<file path="src/sv/bb3_pkg.sv">
// Shared types and constants of the 3x3 box blur core.
// Used by the core, control, window and divide modules; depends on nothing.
`timescale 1ns / 1ps

package bb3_pkg;

    localparam int CH_W       = 8;              // one color channel
    localparam int PIX_W      = 3 * CH_W;       // packed red, green, blue
    localparam int FW_W       = 11;             // frame_width register
    localparam int FH_W       = 12;             // frame_height register
    localparam int ROW_W      = FH_W + 1;       // row counter reaches height + 1
    localparam int CFG_IDX_W  = 2;
    localparam int CFG_DATA_W = 12;
    localparam int SUM_W      = 12;             // nine channels of 255 at most
    localparam int PROD_W     = 24;

    localparam logic [CFG_IDX_W-1:0] REG_FRAME_WIDTH  = 2'd0;
    localparam logic [CFG_IDX_W-1:0] REG_FRAME_HEIGHT = 2'd1;

    localparam logic [FW_W-1:0] FRAME_WIDTH_RESET  = 11'd800;
    localparam logic [FH_W-1:0] FRAME_HEIGHT_RESET = 12'd600;

    // Division by 9 as a multiply by ceil(2^15 / 9); exact for sums below 2304.
    localparam logic [SUM_W-1:0] DIV9_MUL   = 12'd3641;
    localparam int               DIV9_SHIFT = 15;

    localparam logic [CH_W-1:0] ALPHA_OPAQUE = 8'hFF;

    // Position of the result belonging to the current beat, and which window
    // rows and columns lie inside the frame.
    typedef struct packed {
        logic emit;
        logic last;
        logic pix_on;     // incoming row is a real frame row
        logic row_top;
        logic row_bot;
        logic col_left;
        logic col_right;
    } pos_t;

    typedef struct packed {
        logic [SUM_W-1:0] red;
        logic [SUM_W-1:0] green;
        logic [SUM_W-1:0] blue;
    } sum_t;

endpackage

</file>
<file path="src/sv/bb3_ctrl.sv">
// Frame geometry registers and the raster position counters.
// Produces the line store address and edge flags per beat; uses bb3_pkg.
`timescale 1ns / 1ps

module bb3_ctrl #(
    parameter int MAX_WIDTH = 1024
) (
    input  logic                             clk,
    input  logic                             rst_n,
    input  logic                             cfg_we,
    input  logic [bb3_pkg::CFG_IDX_W-1:0]    cfg_index,
    input  logic [bb3_pkg::CFG_DATA_W-1:0]   cfg_data,
    input  logic                             accept,
    output logic [$clog2(MAX_WIDTH)-1:0]     col,
    output bb3_pkg::pos_t                    pos
);

    localparam int AW   = $clog2(MAX_WIDTH);
    localparam int WW   = $clog2(MAX_WIDTH + 1);
    localparam int CW   = (WW > bb3_pkg::FW_W) ? WW : bb3_pkg::FW_W;
    localparam int RW   = bb3_pkg::ROW_W;

    logic [bb3_pkg::FW_W-1:0] fw_reg;
    logic [bb3_pkg::FH_W-1:0] fh_reg;
    logic [AW-1:0]            col_reg, col_next;
    logic [RW-1:0]            row_reg, row_next;

    logic [CW-1:0] fw_ext;
    logic [CW-1:0] used_w;
    logic [RW-1:0] used_h;
    logic [RW-1:0] h_p1;
    logic [RW-1:0] row;
    logic          col_zero;
    logic          cfg_restart;

    always_comb
    begin
        fw_ext = CW'(fw_reg);
        if (fw_ext < CW'(3))
        begin
            used_w = CW'(3);
        end
        else if (fw_ext > CW'(MAX_WIDTH))
        begin
            used_w = CW'(MAX_WIDTH);
        end
        else
        begin
            used_w = fw_ext;
        end
        used_h = (fh_reg < bb3_pkg::FH_W'(3)) ? RW'(3) : RW'(fh_reg);
        h_p1   = used_h + RW'(1);
    end

    // Counters left beyond a narrowed frame fold back to the origin.
    assign col      = (CW'(col_reg) >= used_w) ? '0 : col_reg;
    assign row      = (row_reg >= used_h + RW'(2)) ? '0 : row_reg;
    assign col_zero = (col == '0);

    // At column zero the result belongs to the last column of the line before.
    always_comb
    begin
        pos.emit      = col_zero ? (row >= RW'(2) && row <= h_p1)
                                 : (row >= RW'(1) && row <= used_h);
        pos.last      = col_zero && (row == h_p1);
        pos.pix_on    = (row < used_h);
        pos.row_top   = col_zero ? (row >= RW'(3)) : (row >= RW'(2));
        pos.row_bot   = col_zero ? (row != h_p1) : (row != used_h);
        pos.col_left  = col_zero || (col >= AW'(2));
        pos.col_right = !col_zero;
    end

    assign cfg_restart = cfg_we && (cfg_index == bb3_pkg::REG_FRAME_WIDTH ||
                                    cfg_index == bb3_pkg::REG_FRAME_HEIGHT);

    always_comb
    begin
        col_next = col_reg;
        row_next = row_reg;
        if (cfg_restart)
        begin
            col_next = '0;
            row_next = '0;
        end
        else if (accept)
        begin
            if (pos.emit && pos.last)
            begin
                col_next = '0;
                row_next = '0;
            end
            else if (CW'(col) + CW'(1) >= used_w)
            begin
                col_next = '0;
                row_next = row + RW'(1);
            end
            else
            begin
                col_next = col + AW'(1);
                row_next = row;
            end
        end
    end

    always_ff @(posedge clk or negedge rst_n)
    begin
        if (!rst_n)
        begin
            fw_reg  <= bb3_pkg::FRAME_WIDTH_RESET;
            fh_reg  <= bb3_pkg::FRAME_HEIGHT_RESET;
            col_reg <= '0;
            row_reg <= '0;
        end
        else
        begin
            if (cfg_we && cfg_index == bb3_pkg::REG_FRAME_WIDTH)
            begin
                fw_reg <= cfg_data[bb3_pkg::FW_W-1:0];
            end
            if (cfg_we && cfg_index == bb3_pkg::REG_FRAME_HEIGHT)
            begin
                fh_reg <= cfg_data[bb3_pkg::FH_W-1:0];
            end
            col_reg <= col_next;
            row_reg <= row_next;
        end
    end

endmodule

</file>
<file path="config.mk">
export PLATFORM = sky130hd
export DESIGN_NAME = bb3_ctrl
export DESIGN_NICKNAME = d
export VERILOG_FILES = /design/src/sv/bb3_pkg.sv /design/src/sv/bb3_ctrl.sv
export SDC_FILE = /design/constraint.sdc
export NUM_CORES = 1
export LEC_CHECK = 0
export CAP_MARGIN = 25
export CORE_ASPECT_RATIO = 1.1
export CORE_MARGIN = 5
export CORE_UTILIZATION = 30
export DETAILED_ROUTE_END_ITERATION = 8
export DONT_BUFFER_PORTS = 1
export PLACE_DENSITY = 0.46
export SYNTH_ARGS = -nofsm -noshare
export SYNTH_HDL_FRONTEND = slang
export SYNTH_SLANG_ARGS = --single-unit
</file>
<file path="constraint.sdc">
create_clock -name clk -period 7 [get_ports clk]
set_clock_uncertainty 0.1 [all_clocks]
set_input_delay 0.35 -clock clk [delete_from_list [all_inputs] [get_ports clk]]
set_output_delay 0.35 -clock clk [all_outputs]
set_load 0.01 [all_outputs]
</file>
-- After elaboration in Yosys (flattened, before gate mapping)
Cells that the tools add are included.
- bits in registers: 46
- bits of input ports: 18
- output and inout port bits: 17
- add/sub/neg operators: 5
- order comparisons: 13
- eq/ne operators: 4
- mux-type cells: 16
- reductions and logical operators: 13
- operators with widths (cell ; count):
    2-to-1 mux 13 bit ; 5
    2-to-1 mux 10 bit ; 5
    >= comparator 13 x 2 -> 1 bit (second input constant) ; 2
    2-to-1 mux 11 bit ; 2
    adder 12 x 1 -> 13 bit (second input constant) ; 1
    adder 12 x 2 -> 13 bit (second input constant) ; 1
    adder 13 x 1 -> 13 bit (second input constant) ; 1
    == test 13 bit ; 1
    >= comparator 13 x 1 -> 1 bit (second input constant) ; 1
    >= comparator 13 bit ; 1
    less-or-equal comparator 13 x 12 -> 1 bit ; 1
    less-or-equal comparator 13 bit ; 1
    < comparator 13 x 12 -> 1 bit ; 1
    inequality test 13 x 12 -> 1 bit ; 1
    inequality test 13 bit ; 1
    < comparator 12 x 2 -> 1 bit (second input constant) ; 1
    2-to-1 mux 12 bit ; 1
    adder 10 x 1 -> 11 bit (second input constant) ; 1
    >= comparator 10 x 11 -> 1 bit ; 1
    >= comparator 11 bit ; 1
    greater-than comparator 11 bit (second input constant) ; 1
    < comparator 11 x 2 -> 1 bit (second input constant) ; 1
    adder 10 x 1 -> 10 bit (second input constant) ; 1
    >= comparator 10 x 2 -> 1 bit (second input constant) ; 1
    other kinds (8) ; 17

-- Depth between registers and ports, before layout
- depth in word-level cells: 12
- mapped depth: 30
- mapped depth without buffers: 26

-- Worst setup path before layout
Ideal clock, no wire load.
- path kind: reg2reg
- start point: register fh_reg[6] (netlist bit)
- end point: register row_reg[12]
- setup time: 126 ps
- data arrival time: 5509 ps
- data required time: 6774 ps
- slack: 1265 ps
- cell stages (with the launch flop): 30
- period minus slack after synthesis: 5735 ps
- cell sequence: dfstp_2 -> clkbuf_1 -> nor4_1 -> and3_1 -> nor2_1 -> inv_1 -> ha_1 -> nand3_1 -> nor3_1 -> and3_1 -> nand3_1 -> xnor2_1 -> ha_1 -> nand4_1 -> nor3_1 -> o21a_1 -> nor3_2 -> buf_6 -> clkbuf_1 -> and2_1 -> ha_1 -> nand4_1 -> nor3_1 -> nand2_1 -> nor2_1 -> o21ai_0 -> o31a_2 -> buf_4 -> and3_1 -> a221o_1
- cells in the longest elaborated chain, start to end: 12
- elaborated cells between the ends (all ways): 21
- RTL lines (what ; RTL line ; text):
    start, declared ; bb3_ctrl.sv:24 ; logic [bb3_pkg::FH_W-1:0] fh_reg;
    start signal, assigned ; bb3_ctrl.sv:110 ; fh_reg <= bb3_pkg::FRAME_HEIGHT_RESET;
    start signal, assigned ; bb3_ctrl.sv:122 ; fh_reg <= cfg_data[bb3_pkg::FH_W-1:0];
    < comparator 12 x 2 -> 1 bit ; bb3_ctrl.sv:51 ; used_h = (fh_reg < bb3_pkg::FH_W'(3)) ? RW'(3) : RW'(fh_reg);
    2-to-1 mux 12 bit * ; bb3_ctrl.sv:51 ;
    adder 12 x 2 -> 13 bit ; bb3_ctrl.sv:57 ; assign row = (row_reg >= used_h + RW'(2)) ? '0 : row_reg;
    >= comparator 13 bit ; bb3_ctrl.sv:57 ;
    2-to-1 mux 13 bit ; bb3_ctrl.sv:57 ;
    >= comparator 13 x 1 -> 1 bit (tied with other cells) ; bb3_ctrl.sv:64 ; : (row >= RW'(1) && row <= used_h);
    logical AND 1 bit (on tied branches) ; bb3_ctrl.sv:64, bb3_ctrl.sv:63 ;
    2-to-1 mux 1 bit ; bb3_ctrl.sv:63 ; pos.emit = col_zero ? (row >= RW'(2) && row <= h_p1)
    logical AND 1 bit ; bb3_ctrl.sv:87 ; if (pos.emit && pos.last)
    2-to-1 mux 13 bit * ; bb3_ctrl.sv:87 ;
    2-to-1 mux 13 bit * ; bb3_ctrl.sv:85 ; else if (accept)
    2-to-1 mux 13 bit * ; bb3_ctrl.sv:80 ; if (cfg_restart)
    end signal, assigned ; bb3_ctrl.sv:125 ; row_reg <= row_next;
    end, declared ; bb3_ctrl.sv:26 ; logic [RW-1:0] row_reg, row_next;
Every way passes the cells marked *; elsewhere a longest branch is shown, timed or not. The select of a mux whose other input is x is not followed.
A chain may end at the register's enable or synchronous reset.

==> out/metrics.cfg <==
[status]
status=finished clean

[final_layout]
finalNetCount=584
largest_reg_flops=13
areaGrowthSynthToFinish_pct=9.49
n_fill_cell=1541
antenna_cells=0
drive_gt1_share_pct=12.9

[yosys]
synth_cells=502
yosys_register_bits=46
synth_cell_types=59
synthTopCellsByCount=ha_1 (65), nand2_1 (46), dfrtp_1 (39)
synth_fp_nets=585
ys.flop_type=dfrtp_1
synth_area_um2=4460
synth_edf_count=0
async_reset_ff_share_pct=100
synth.area.top_cells=dfrtp_1 (22%), ha_1 (18%), mux2_2 (5.6%)
synth_most_common_cell=ha_1
yosysTopAreaCellShare_pct=21.9
ys_warn_count=0
yosys.area.top_type=dfrtp_1
yosysSeqAreaShare_pct=26.0
syn_area_per_cell_um2=8.88

[setup_path]
rr_worst_depth=27
crit_slowest_cell=dfrtp_1
r2r_end=row_reg[12]$_DFFE_PN0P_
start_kind=register
path_buf_inv=3
r2r-start=fh_reg[10]$_DFFE_PN0P_
crit_required_ns=6.55
critical_path_class=reg -> out
regToRegSetupSlack_ns=0.80
max_stage_delay_ns=0.43
worstSetupEndpointType=primary output
worstPathArrival_ns=5.99
crit_path_frequent_cell=ha_1
critPathTopFamily=simple AND/OR/NAND/NOR gates
crit_fanout=20

[global_routing]
grt_pass1_wl_um=21500
grt_pass1_vias=3941
overflow=0
grt_usage_pct=15.6
antenna_found_initial=0
grt_max_degree=47

[sta]
fin_crit_ns=6.44
hold_violations=0
setup_viol=0
grt_setup_unrepaired=false
min_period_over_period_pct=92.0
report.final.slew_viol_count=0
relSlewSlack_pct=35.4
worst_hold_slack_ns=0.0796
fmax_mhz=155
setup-tns-final_ns=0
tightest_slew_ns=0.966

[min_path]
min_path_cells=2
hold_start=cfg_data[10]
hold_end=fw_ext[10]$_DFFE_PN0P_
min-delay-path-class=in -> reg

[route]
vias=3799
ant_nets=0
wl_um=13100
drt_iter0_drc=184
route.detailed.drc=0
wl_per_cell_um=18.9
firstDrtPassIters=4
via_per_inst=5.47

[floorplan]
design.core.area_um2=14500
die_w_um=126
die-height_um=138
row_count=46
pin_count=35
dieArea_um2=17400
start_util_pct=30.7

[placed_design]
hpwl_um=10700
port-buffer-count=0
place_congestion=0.954

[clock_network]
clk_path_buf_depth=2
clk_latency_ns=0.29
cts_tree=built
cts_root_buf=clkbuf_16
cts_made_buffers=5
cts_sinks=46
clk_pin_slew_ns=0.06
cts_max_level=2
cts_setup_buffers=0

[power_and_ir_drop]
ir_drop_uv=152
p_clk_share_pct=27.1
power_leakage_nw=2.26
comb_power_share_pct=38.3
power_mw=1.00
p_int_mw=0.627
p_per_area_nw_per_um2=206
switching_share_pct=37.6
p_switching_mw=0.377
p_seq_share_pct=34.7

[job]
drv_cap=0

==> cell type report <==
| class | instances | area (µm²) | area share [%] |
|---|---|---|---|
| flip-flops and latches | 46 | 1160 | 23.8 |
| repair buffers | 7 | 75.1 | 1.54 |
| multi-input cells | 409 | 3120 | 63.9 |
| clock inverters | 2 | 37.5 | 0.769 |
| well taps | 192 | 240 | 4.92 |
| inverters | 32 | 120 | 2.46 |
| clock buffers | 6 | 129 | 2.64 |
==> cell usage in the layout (no fill, tap or decap), drive strengths merged, types with 4 or more instances in the layout <==
cell type	synthesis	routed
buf	3	6
dfrtp	39	39
a21oi	19	19
inv	32	32
o211ai	4	4
o31ai	4	4
a211oi	6	6
o21a	5	5
nand4	11	11
nand2	46	46
nor2	23	23
a211o	5	5
and2	22	22
a21o	7	7
a22o	10	10
xor2	6	6
nor3	10	10
ha	65	65
dfstp	7	7
and4	4	4
o21ai	21	21
mux2	22	22
and3	17	17
nor4	17	17
xnor2	25	25
nand3	19	19
clkbuf	11	6
==> power by group through the flow <==
stage,clock (mW),combinational [mW],sequential (mW)
after floorplan,0,0.300,0.334
after global placement,0,0.370,0.352
after global routing,0.293,0.437,0.354
final,0.272,0.384,0.348
after detailed placement,0,0.373,0.353
after CTS,0.281,0.384,0.348
==> worst register-to-register path, stage by stage (launching register included) <==
cell     delay (ns)
dfrtp_1        0.43
nor4_1         0.29
and3_1         0.20
nor2_1         0.07
inv_1          0.13
ha_1           0.25
nand3_1        0.14
nor3_1         0.33
and3_1         0.30
nand3_1        0.11
xnor2_1        0.14
ha_1           0.31
nand4_1        0.12
nor3_2         0.30
o21a_1         0.27
nor3_2         0.06
buf_4          0.20
nand2_1        0.15
inv_1          0.12
ha_1           0.32
nand4_1        0.14
nor3_1         0.29
nand2_1        0.14
nor2_1         0.10
o21ai_0        0.20
o31a_2         0.44
and3_1         0.19
a221o_1        0.25
==> what timing repair did <==
action | in CTS | in global routing
hold endpoints to repair | 46 | 0
setup endpoints to repair | 0 | 2
gates resized for setup | 0 | 3
hold buffers | 2 | 0
==> metrics by stage <==
step,cell area [µm²],worst slack (ns),std cells,utilization (%)
after floorplan,4460,1.27,502,-
after global placement,4660,0.815,684,32.1
after detailed placement,4660,0.604,684,32.1
after CTS,4860,0.297,694,33.5
after global routing,4880,0.0649,694,33.6
final,4880,0.557,694,33.6
==> routing by layer <==
layer  GRT usage [%]  up-vias  routed length [µm]  part of all wire [%]
li1                -     1856                   -                     -
met1            19.8     1825                5730                    44
met2            26.1       96                6200                    47
met3            3.49       22                 805                   6.1
met4            5.42        0                 380                   2.9
met5               0        -                   0                     0
==> logic make-up (layout without fill, tap and decap cells) <==
group	after synthesis	after routing	synth area share, %
XOR/XNOR	31	31	6.09
buffers and inverters	47	47	4.49
multiplexers	24	24	6.01
AO/OA/AOI/OAI	105	105	17.1
adder cells (fa/ha/maj)	65	65	18.3
AND/OR/NAND/NOR	184	184	22.0
flip-flops	46	46	26.0
==> worst max path at each step <==
stage	from	endpoint	slack, ns	cells past startpoint
5_1_grt	fh_reg[10]$_DFFE_PN0P_	pos[6]	0.06	26
3_5_place_dp	fh_reg[10]$_DFFE_PN0P_	row_reg[10]$_DFFE_PN0P_	0.60	27
6_report	fh_reg[10]$_DFFE_PN0P_	pos[6]	0.56	26
4_1_cts	fh_reg[10]$_DFFE_PN0P_	pos[6]	0.30	26
3_3_place_gp	fh_reg[10]$_DFFE_PN0P_	row_reg[10]$_DFFE_PN0P_	0.81	27
2_1_floorplan	fh_reg[6]$_DFFE_PN1P_	row_reg[12]$_DFFE_PN0P_	1.27	29
Power figures use the tool's default switching activity.
