**src/sv/bb3_pkg.sv**
```systemverilog
// Shared types and constants of the 3x3 box blur core.
// Used by the core, control, window and divide modules; depends on nothing.
`timescale 1ns / 1ps

package bb3_pkg;

    localparam int CH_W       = 8;              // one color channel
    localparam int PIX_W      = 3 * CH_W;       // packed red, green, blue
    localparam int FW_W       = 11;             // frame_width register
    localparam int FH_W       = 12;             // frame_height register
    localparam int ROW_W      = FH_W + 1;       // row counter reaches height + 1
    localparam int CFG_IDX_W  = 2;
    localparam int CFG_DATA_W = 12;
    localparam int SUM_W      = 12;             // nine channels of 255 at most
    localparam int PROD_W     = 24;

    localparam logic [CFG_IDX_W-1:0] REG_FRAME_WIDTH  = 2'd0;
    localparam logic [CFG_IDX_W-1:0] REG_FRAME_HEIGHT = 2'd1;

    localparam logic [FW_W-1:0] FRAME_WIDTH_RESET  = 11'd800;
    localparam logic [FH_W-1:0] FRAME_HEIGHT_RESET = 12'd600;

    // Division by 9 as a multiply by ceil(2^15 / 9); exact for sums below 2304.
    localparam logic [SUM_W-1:0] DIV9_MUL   = 12'd3641;
    localparam int               DIV9_SHIFT = 15;

    localparam logic [CH_W-1:0] ALPHA_OPAQUE = 8'hFF;

    // Position of the result belonging to the current beat, and which window
    // rows and columns lie inside the frame.
    typedef struct packed {
        logic emit;
        logic last;
        logic pix_on;     // incoming row is a real frame row
        logic row_top;
        logic row_bot;
        logic col_left;
        logic col_right;
    } pos_t;

    typedef struct packed {
        logic [SUM_W-1:0] red;
        logic [SUM_W-1:0] green;
        logic [SUM_W-1:0] blue;
    } sum_t;

endpackage

```
**src/sv/bb3_div9.sv**
```systemverilog
// Divides the three channel sums by nine and holds the outgoing beat.
// Output register stage of the pipe; uses bb3_pkg.
`timescale 1ns / 1ps

module bb3_div9 (
    input  logic                          clk,
    input  logic                          rst_n,
    input  logic                          in_valid,
    output logic                          in_ready,
    input  bb3_pkg::sum_t                 in_sum,
    input  logic                          in_last,
    output logic                          out_valid,
    input  logic                          out_ready,
    output logic [4*bb3_pkg::CH_W-1:0]    out_data,
    output logic                          out_last
);

    localparam int CH = bb3_pkg::CH_W;
    localparam int PW = bb3_pkg::PROD_W;
    localparam int SH = bb3_pkg::DIV9_SHIFT;

    logic              valid_reg;
    logic [4*CH-1:0]   data_reg;
    logic              last_reg;
    logic [PW-1:0]     prod_r, prod_g, prod_b;

    assign in_ready = !valid_reg || out_ready;

    assign prod_r = PW'(in_sum.red)   * PW'(bb3_pkg::DIV9_MUL);
    assign prod_g = PW'(in_sum.green) * PW'(bb3_pkg::DIV9_MUL);
    assign prod_b = PW'(in_sum.blue)  * PW'(bb3_pkg::DIV9_MUL);

    always_ff @(posedge clk or negedge rst_n)
    begin
        if (!rst_n)
        begin
            valid_reg <= 1'b0;
        end
        else if (in_ready)
        begin
            valid_reg <= in_valid;
        end
    end

    always_ff @(posedge clk)
    begin
        if (in_ready && in_valid)
        begin
            data_reg <= {bb3_pkg::ALPHA_OPAQUE,
                         prod_b[SH+CH-1:SH],
                         prod_g[SH+CH-1:SH],
                         prod_r[SH+CH-1:SH]};
            last_reg <= in_last;
        end
    end

    assign out_valid = valid_reg;
    assign out_data  = data_reg;
    assign out_last  = last_reg;

endmodule

```
**config.mk**
```make
export PLATFORM = sky130hd
export DESIGN_NAME = bb3_div9
export DESIGN_NICKNAME = d
export VERILOG_FILES = /design/src/sv/bb3_pkg.sv /design/src/sv/bb3_div9.sv
export SDC_FILE = /design/constraint.sdc
export NUM_CORES = 1
export LEC_CHECK = 0
export BUFFER_PORTS_ARGS = -buffer_cell sky130_fd_sc_hd__buf_4
export CAP_MARGIN = 0
export CORE_ASPECT_RATIO = 1.4
export CORE_MARGIN = 2
export CORE_UTILIZATION = 35
export DETAILED_ROUTE_END_ITERATION = 10
export SLEW_MARGIN = 20
export SYNTH_ARGS = -nofsm -noshare
export SYNTH_HDL_FRONTEND = slang
export SYNTH_SLANG_ARGS = --single-unit
```
**constraint.sdc**
```tcl
create_clock -name clk -period 2.1 [get_ports clk]
set_input_delay 0.21 -clock clk [delete_from_list [all_inputs] [get_ports clk]]
set_output_delay 0.21 -clock clk [all_outputs]
set_load 0.01 [all_outputs]
```
=== Word-level counts from Yosys, hierarchy flattened ===
Index checks and enable logic that the tools add are counted.

* Output and inout port bits: 35
* Logic and storage cells: 9
* Flip-flop bits (word level): 26
* Input port bits: 41

* $mul: 3
* Reductions and logical operators: 3

{| class="wikitable"
|+ Operators with widths
! cell !! number
|-
| $mul A12 B12 Y23 const B || 3
|-
| $logic_and A1 B1 Y1 || 1
|-
| $logic_not A1 Y1 || 1
|-
| $logic_or A1 B1 Y1 || 1
|}

=== Depth between registers and ports, before layout ===
Gate-level depths: netlist of run 1.

* Depth after elaboration: 3
* Depth in mapped cells: 19
* Gate-level depth less buffers: 19

=== Worst setup path before layout of run 1 ===
No wires, ideal clock.

* Kind: in2reg
* From: input port in_sum[1] (netlist bit)
* To: register data_reg[23], in the netlist out_data[23], data pin
* Arrival: 4042 ps
* Required time: 1840 ps
* Cell stages on the path: 19
* Buffers on the path: 0
* Setup slack: -2202 ps
* Cell sequence: inv_1 -> fa_1 -> inv_1 -> ha_1 -> inv_1 -> fa_1 -> inv_1 -> fa_1 -> inv_1 -> fa_1 -> inv_1 -> ha_1 -> a21oi_1 -> o21ai_1 -> nor3b_1 -> a21oi_1 -> o311a_1 -> nor2_1 -> xnor2_1

* Longest elaborated chain between the ends: 1

{| class="wikitable"
|+ RTL lines
! element !! line !! source
|-
| start, declared || bb3_div9.sv:10 || <nowiki>input bb3_pkg::sum_t in_sum,</nowiki>
|-
| $mul A12 B12 Y23 || bb3_div9.sv:31 || <nowiki>assign prod_b = PW'(in_sum.blue) * PW'(bb3_pkg::DIV9_MUL);</nowiki>
|-
| via prod_b[22] || bb3_div9.sv:25 || <nowiki>logic [PW-1:0] prod_r, prod_g, prod_b;</nowiki>
|-
| end signal, assigned || bb3_div9.sv:49 || <nowiki>data_reg <= {bb3_pkg::ALPHA_OPAQUE,</nowiki>
|-
| end, declared || bb3_div9.sv:23 || <nowiki>logic [4*CH-1:0] data_reg;</nowiki>
|}

The timed path passes the listed nets, and every way through them passes these cells.
A chain may end at the register's enable or synchronous reset.

=== Final worst setup path of run 1 ===
* From: input port in_sum[15] (netlist bit)
* To: register data_reg[15], in the netlist out_data[15], data pin

* Longest elaborated chain between the ends: 1

{| class="wikitable"
|+ RTL lines
! element !! line !! source
|-
| $mul A12 B12 Y23 || bb3_div9.sv:30 || <nowiki>assign prod_g = PW'(in_sum.green) * PW'(bb3_pkg::DIV9_MUL);</nowiki>
|-
| via prod_g[22] || bb3_div9.sv:25 ||
|}

The timed path passes the listed nets, and every way through them passes these cells.

==> results of run 1 <==
## worst paths after layout
check | start | end | slack, ns | cells past startpoint
setup / recovery | in_sum[15] | out_data[15] | -1.99 | 17
hold / removal | in_last | out_last | 0.12 | 1
hold reg to reg | out_valid | out_valid | 0.55 | 2
setup reg to reg | out_valid | out_data[9] | 0.80 | 3
max in group asynchronous | rst_n | out_valid | 1.78 | 2
min in group asynchronous | rst_n | out_valid | 0.24 | 2
## through the flow
stage,hold slack [ns],instance area (µm²)
after floorplan,-0.0856,7150
after global placement,-0.0141,9160
after detailed placement,-0.0141,9160
after CTS,0.110,9900
after global routing,0.112,10100
final,0.118,10100
## registers in the layout, indices dropped and copies added, names as in the netlist
signal / cells
out_last: 1
out_data: 24
out_valid: 1
## placed cells by master (no fill, tap or decap), types with 4 or more instances in the layout
master	count
a21o_1	13
a21oi_1	8
a21oi_2	13
buf_4	235
buf_6	11
conb_1	8
edfxtp_1	25
fa_1	85
ha_1	157
ha_4	42
inv_1	138
inv_2	30
nand2_1	6
nand2b_1	4
nand3_1	7
nand4_1	4
nor2_1	7
o21a_1	4
o21ai_0	4
o21ai_2	9
xnor2_1	20
xnor2_2	5
xor2_1	11
## kinds of logic (layout without fill, tap and decap cells)
logic type	Yosys count	after routing	synth area share (%)
buf+inv	181	429	10.3
fa+ha+maj	286	286	61.3
xor+xnor	38	38	4.82
flops	26	26	11.2
other cells	1	8	0.0544
compound gates	77	77	8.05
simple gates	53	53	4.21
## area by class of cell
type | instances | area (µm²)
fillers | 1707 | 9200
multi-input cells | 462 | 6250
repair buffers | 252 | 1980
flip-flops and latches | 26 | 776
inverters | 173 | 688
well taps | 248 | 310
clock buffers | 4 | 88.8
## worst max-delay path, stage by stage
cell and delay (ns):
buf_12 0.11, buf_4 0.14, fa_1 0.44, ha_4 0.29
inv_2 0.03, fa_1 0.52, inv_1 0.05, fa_1 0.54
ha_4 0.21, ha_4 0.26, and4_4 0.22, nand2_2 0.06
a2111o_1 0.42, nand4b_1 0.18, a31o_4 0.20, a21oi_4 0.07
xnor2_2 0.14
## power by group
group	switching (mW)	internal [mW]	total [mW]
combinational	5.55	6.42	12.0
clock	0.197	0.293	0.490
sequential	0.0935	1.08	1.17
total	5.84	7.79	13.6
## per-layer routing
layer / GRT usage, % / up-vias / wire length (µm)
met5: 0 / - / 0
met4: 4.65 / 0 / 448
met3: 1.24 / 29 / 353
met2: 32.7 / 69 / 9200
met1: 17.6 / 2506 / 6060
li1: - / 2660 / -
## repair_timing
| item | CTS | global route |
|---|---|---|
| resized for setup | 96 | 34 |
| setup endpoints to repair | 24 | 24 |
| hold buffers | 1 | 0 |
| buffers inserted | 11 | 6 |
| pin swaps | 53 | 38 |
| hold endpoints to repair | 1 | 0 |
==> flow_summary_export.csv, run 1 <==
group,metric,value,unit
cells_and_area,area_delta_synth_final,46.4,%
yosys,ys.flop_type,"edfxtp_1",
yosys,yosys_warnings,0,
sta,hold_viol_final,0,
critical_path,crit_type,"primary input to register",
flow_run,cap_violations,0,
drt,vias,5264,
yosys,yosysMostFrequentCell,"ha_1",
yosys,synth.top_cells.by_count,"199 x ha_1, 173 x inv_1, 87 x fa_1, 25 x edfxtp_1, 25 x xnor2_1",
die,ioPinCount,76,
critical_path,cp_data_arrival_time,4.11,ns
yosys,ys_seq_area_share,11.2,%
drt,wire_per_inst,13.8,µm
clock_network,cts_tree,"done",
global_routing,grt_pass1_vias,5751,
sta,layout_setup_ws,-1.99,ns
clock_network,clock_latency,0.27,ns
cells_and_area,utilization,52.3,%
drt,drtPass1Iterations,4,
global_routing,grt_pass1_wl,26600,µm
clock_network,cts_buffers,3,
yosys,synth_edf_count,25,
sta,period_minus_slack,4.09,ns
pwr,total_power,13.6,mW
sta,finalMaxSlewViolations,0,
sta,rsz0062_at_grt,"yes",
critical_path,required,2.12,ns
yosys,synth.area.top_cells,"ha_1 36%, fa_1 25%, edfxtp_1 11%, inv_1 9.4%, xnor2_1 3.2%",
placement,gp_congestion,0.871,
global_routing,grt_overflow,0,
cells_and_area,diodes,0,
yosys,synth_cell_type_count,50,
sta,setup_violations,24,
sta,period_share,195,%
clock_network,clockRootBuffer,"clkbuf_16",
drt,drt_iter0_markers,124,
cells_and_area,layout-drive-gt1-share,42.6,%
outcome,violations,"setup timing",
hold_path,hold_path_class,"primary input to register",
sta,tns,-44.27,ns
pwr,power_leakage,5.26,nW
die,die_width,123,µm
drt,ant_nets,0,
drt,drc,0,
yosys,synth-seq-cells,26,
yosys,synth_area,6900,µm²
sta,finClkSkew,0.00703,ns
placement,port_buffers,67,
global_routing,grt_usage,16.3,%
yosys,syn_area_per_cell,10.4,µm²
critical_path,crit_path_end_kind,"register",
clock_network,cts_sinks,26,
die,initial_utilization,35.8,%
placement,place_ws,-2.48,ns
cells_and_area,final_nets,1245,
sta,fmax,244,MHz
placement,post-place-cells,1144,
yosys,synth_cells,662,
cells_and_area,layout.cells.non_filler,1165,
die,num_rows,60,
global_routing,antenna_found_initial,0,
die,core_area,19300,µm²
pwr,power_density,1350,nW/µm²
drt,wl,16100,µm
drt,vias_per_cell,4.52,
yosys,yosysTopAreaCellShare,36.1,%
die,die_h,170,µm
clock_network,cts_buffer_depth,2,
critical_path,cp-start-kind,"primary input",
clock_network,cts.reportedPaths.clkPinSlew,0.08,ns
die,die-area,20900,µm²
pwr,ir_drop,553,µV
outcome,status,"finished with violations",
global_routing,grt_max_degree,26,
placement,dp_hpwl,14200,µm
clock_network,cts.htree.levels,1,
critical_path,worstPathMaxFanout,2,
yosys,async_reset_ff_share,3.85,%
yosys,synth_top_area_cell,"ha_1",
Power figures use the tool's default switching activity.
==> run 2: changes to the inputs <==
--- a/config.mk
+++ b/config.mk
@@ -8,7 +8,7 @@
 export BUFFER_PORTS_ARGS = -buffer_cell sky130_fd_sc_hd__buf_4
 export CAP_MARGIN = 0
 export CORE_ASPECT_RATIO = 1.4
-export CORE_MARGIN = 2
+export CORE_MARGIN = 3
 export CORE_UTILIZATION = 35
 export DETAILED_ROUTE_END_ITERATION = 10
 export SLEW_MARGIN = 20
==> constraint.sdc (replaced) <==
create_clock -name clk -period 2.1 [get_ports clk]
set_input_delay 0.42 -clock clk [delete_from_list [all_inputs] [get_ports clk]]
set_output_delay 0.42 -clock clk [all_outputs]
set_load 0.01 [all_outputs]
==> flow_summary_export.csv, run 2 (same netlist as run 1, synthesis figures left out) <==
group,metric,value,unit
global_routing,grt_overflow,0,
critical_path,slowest_delay,0.55,ns
drt,drtPass1Iterations,4,
cells_and_area,area_delta_synth_final,46.4,%
critical_path,cp_data_arrival_time,4.30,ns
drt,vias_per_cell,4.59,
hold_path,hold_path_class,"primary input to register",
drt,wl,16400,µm
sta,finalMaxSlewViolations,0,
die,core_area,19300,µm²
cells_and_area,final_nets,1237,
pwr,power_switching_share,43.3,%
outcome,status,"finished with violations",
sta,period_share,204,%
placement,dp_hpwl,14300,µm
clock_network,cts_buffer_depth,2,
placement,port_buffers,67,
cells_and_area,design_area,10100,µm²
critical_path,critPathBufInv,7,
global_routing,grt_pass1_vias,5926,
cells_and_area,layout-drive-gt1-share,44.2,%
drt,drt_iter0_markers,85,
sta,finClkSkew,0.00751,ns
pwr,power_density,1340,nW/µm²
pwr,ir_drop,553,µV
die,num_rows,60,
critical_path,slowest_stage,"fa_1",
global_routing,grt_max_degree,26,
critical_path,critPathTopFamily,"adder cells",
global_routing,grt_pass1_wl,27000,µm
sta,rsz0062_at_grt,"yes",
sta,layout_setup_ws,-2.18,ns
cells_and_area,largest_register_ff_count,24,
clock_network,clockRootBuffer,"clkbuf_16",
pwr,total_power,13.5,mW
sta,tns,-49.04,ns
clock_network,cts_sinks,26,
placement,gp_congestion,0.863,
placement,place_ws,-2.66,ns
pwr,p_comb_share,87.7,%
clock_network,cts_tree,"done",
die,die_width,125,µm
clock_network,cts.reportedPaths.clkPinSlew,0.07,ns
outcome,violations,"setup timing",
die,die_h,172,µm
sta,fmax,234,MHz
die,initial_utilization,35.8,%
placement,place_area,9110,µm²
die,die-area,21500,µm²
drt,wire_per_inst,14.2,µm
placement,post-place-cells,1137,
flow_run,cap_violations,0,
critical_path,crit_path_end_kind,"register",
pwr,power_frac_seq,8.7,%
clock_network,clock_latency,0.27,ns
critical_path,path_cells,"buf_8, inv_4, fa_1, inv_2, ha_4, inv_4, fa_1, inv_1, fa_1, inv_1, fa_1, inv_2, ha_4, nand4_1, or2_1, a21oi_2, o21a_1, a311oi_2, xnor2_1",
clock_network,cts_buffers,3,
drt,drc,0,
critical_path,required,2.11,ns
drt,ant_nets,0,
cells_and_area,diodes,0,
sta,hold_viol_final,0,
sta,setup_violations,24,
pwr,power_leakage,5.21,nW
pwr,pwr-share-clk,3.6,%
pwr,p_int,7.66,mW
cells_and_area,layout.cells.non_filler,1157,
clock_network,cts.htree.levels,1,
cells_and_area,nFillCells,1678,
critical_path,cp-start-kind,"primary input",
global_routing,antenna_found_initial,0,
cells_and_area,layout_commonest_cell,"buf_4",
critical_path,crit_type,"primary input to register",
drt,vias,5312,
global_routing,grt_usage,15.5,%
pwr,p_sw,5.85,mW
critical_path,worstPathMaxFanout,3,
die,ioPinCount,76,
critical_path,crit_top_cell,"fa_1",
sta,period_minus_slack,4.28,ns
cells_and_area,mostFrequentLayoutCells,"226 x buf_4, 151 x ha_1, 130 x inv_1",
==> run 2: metal layers <==
metal	GRT usage [%]	wire [µm]	up-vias
met1	16.5	6240	2575
met3	0.958	303	25
met2	31.9	9410	71
met5	0	0	-
met4	5.20	423	0
li1	-	-	2641
==> run 2: power by group through the flow <==
| stage | Sequential (mW) | Combinational (mW) | Clock, mW |
|---|---|---|---|
| after CTS | 1.18 | 11.2 | 0.509 |
| after detailed placement | 1.19 | 9.89 | 0 |
| after floorplan | 1.27 | 6.06 | 0 |
| after global routing | 1.19 | 13.2 | 0.519 |
| after global placement | 1.19 | 9.77 | 0 |
| final | 1.17 | 11.9 | 0.487 |
==> run 2: worst reg2reg max path: stages (launching register included) <==
cell and delay (ns):
dfrtp_1 0.40, nand2b_1 0.12, and2_1 0.13, buf_4 0.34
==> run 2: timing repair <==
item                                    in CTS  in global routing
gates resized for setup                    105                 47
hold buffers                                 1                  0
pin swaps                                   61                 50
hold endpoints to repair                     1                  0
setup buffers                                8                  7
endpoints found under the setup margin      24                 24
==> run 2: final timing paths <==
check	start	end	slack (ns)	depth (start not counted)
max in group asynchronous	rst_n	out_valid	1.58	2
min	in_last	out_last	0.32	1
max	in_sum[26]	out_data[3]	-2.18	19
min reg2reg	out_valid	out_valid	0.58	2
max reg2reg	out_valid	out_data[7]	0.77	3
min in group asynchronous	rst_n	out_valid	0.44	2
==> run 2: cell type report <==
type                    count  area [µm²]  area share, %
repair buffers            244        1950           19.3
multi-input cells         462        6280           62.2
flip-flops and latches     26         776           7.68
clock buffers               4        88.8          0.879
well taps                 248         310           3.07
inverters                 173         696           6.89
==> run 2: metrics by stage <==
stage               util (%)  hold slack [ns]
detailed placement      47.2            0.196
global placement        47.2            0.195
floorplan                  -            0.124
finish                  52.4            0.321
global route            52.4            0.318
CTS                     50.7            0.314
==> run 3: changes to the inputs <==
--- a/config.mk
+++ b/config.mk
@@ -10,6 +10,7 @@
 export CORE_ASPECT_RATIO = 1.4
 export CORE_MARGIN = 3
 export CORE_UTILIZATION = 35
+export CTS_BUF_LIST = sky130_fd_sc_hd__clkbuf_8
 export DETAILED_ROUTE_END_ITERATION = 10
 export SLEW_MARGIN = 20
 export SYNTH_ARGS = -nofsm -noshare
==> flow_summary_export.csv, run 3 (same netlist as run 1, synthesis figures left out) <==
group,metric,value,unit
pwr,ir_drop,584,µV
drt,vias_per_cell,4.58,
cells_and_area,utilization,52.3,%
critical_path,slowest_delay,0.61,ns
drt,vias,5298,
critical_path,crit_path_end_kind,"register",
drt,wl,16400,µm
outcome,violations,"setup timing",
die,core_area,19300,µm²
clock_network,cts_tree,"done",
sta,setup_violations,24,
clock_network,cts_buffers,3,
flow_run,cap_violations,0,
placement,place_area,9110,µm²
sta,finalMaxSlewViolations,0,
drt,wire_per_inst,14.2,µm
sta,tns,-48.51,ns
cells_and_area,layout_commonest_cell,"buf_4",
clock_network,clockRootBuffer,"clkbuf_8",
critical_path,worstPathMaxFanout,2,
clock_network,cts_sinks,26,
critical_path,cp-start-kind,"primary input",
global_routing,grt_max_degree,26,
placement,place_ws,-2.66,ns
global_routing,grt_overflow,0,
cells_and_area,mostFrequentLayoutCells,"223 x buf_4, 150 x ha_1, 132 x inv_1",
sta,hold_viol_final,0,
placement,dp_hpwl,14300,µm
critical_path,required,2.13,ns
critical_path,crit_type,"primary input to register",
sta,period_share,203,%
outcome,status,"finished with violations",
die,die_width,125,µm
critical_path,critPathTopFamily,"adder cells",
cells_and_area,layout-drive-gt1-share,44.1,%
die,initial_utilization,35.8,%
drt,ant_nets,0,
critical_path,rrSetupSlack,0.77,ns
drt,drtPass1Iterations,4,
clock_network,cts.reportedPaths.clkPinSlew,0.10,ns
placement,port_buffers,67,
pwr,power_leakage,5.19,nW
pwr,power_density,1330,nW/µm²
sta,layout_setup_ws,-2.16,ns
cells_and_area,design_area,10100,µm²
hold_path,hold_path_class,"primary input to register",
die,die-area,21500,µm²
drt,drc,0,
cells_and_area,ff_latch_area,776,µm²
sta,finClkSkew,0.00841,ns
global_routing,grt_pass1_vias,5924,
critical_path,crit_top_cell,"ha_4",
cells_and_area,nFillCells,1684,
critical_path,path_cells,"buf_4, buf_4, fa_1, ha_4, inv_1, fa_1, inv_1, fa_2, ha_4, ha_4, nand2_1, o21ai_2, or3b_4, o21ai_4, o31ai_4, o211ai_2, xnor2_1",
sta,rsz0062_at_grt,"yes",
global_routing,antenna_found_initial,0,
sta,period_minus_slack,4.26,ns
critical_path,cp_data_arrival_time,4.29,ns
clock_network,cts.htree.levels,1,
die,die_h,172,µm
cells_and_area,diodes,0,
cells_and_area,multi_input_area,6310,µm²
die,ioPinCount,76,
clock_network,cts_buffer_depth,2,
cells_and_area,largest_register_ff_count,24,
global_routing,grt_pass1_wl,27000,µm
cells_and_area,final_nets,1236,
placement,gp_congestion,0.863,
global_routing,grt_usage,15.5,%
sta,fmax,235,MHz
drt,drt_iter0_markers,76,
die,num_rows,60,
clock_network,clock_latency,0.28,ns
critical_path,slowest_stage,"fa_2",
cells_and_area,area_delta_synth_final,46.3,%
critical_path,critPathBufInv,4,
==> run 3: final timing paths <==
kind	from	to	depth (start not counted)
worst max-delay path	in_sum[29]	out_data[7]	17
worst min-delay path	in_last	out_last	1
worst max register to register	out_valid	out_data[23]	3
worst min register to register	out_valid	out_valid	2
max in group asynchronous	rst_n	out_valid	2
min in group asynchronous	rst_n	out_valid	2
==> run 3: final cells by class <==
class | count | share of cell area, %
Sequential cell | 26 | 7.68
Tap cell | 248 | 3.07
Clock buffer | 4 | 0.545
Timing Repair Buffer | 243 | 19.3
Multi-Input combinational cell | 462 | 62.5
Inverter | 173 | 6.94
==> run 3: metrics by stage <==
stage | power [mW] | std cells | hold slack [ns]
floorplan | 7.32 | 669 | 0.124
global placement | 11.0 | 1137 | 0.195
detailed placement | 11.1 | 1137 | 0.196
CTS | 12.6 | 1150 | 0.287
global route | 14.9 | 1156 | 0.288
finish | 13.4 | 1156 | 0.307
==> run 3: what timing repair did <==
action                                  CTS  global route
gates resized for setup                  99            58
endpoints found under the hold margin     1             0
pin swaps                                54            58
buffers inserted                          8             7
endpoints found under the setup margin   24            24
hold buffers                              1             0
==> run 3: metal layers <==
layer | track usage, % | vias up | wire length, µm
met3 | 0.958 | 26 | 286
met2 | 31.9 | 68 | 9530
met5 | 0 | - | 0
met1 | 16.5 | 2562 | 6210
met4 | 5.20 | 0 | 424
li1 | - | 2642 | -
==> run 3: report_power, final <==
group          total (mW)  switching, mW  leakage, nW  internal (mW)
clock network       0.345          0.176       0.0288          0.168
logic                11.9           5.58         4.92           6.34
registers            1.17         0.0892        0.249           1.08
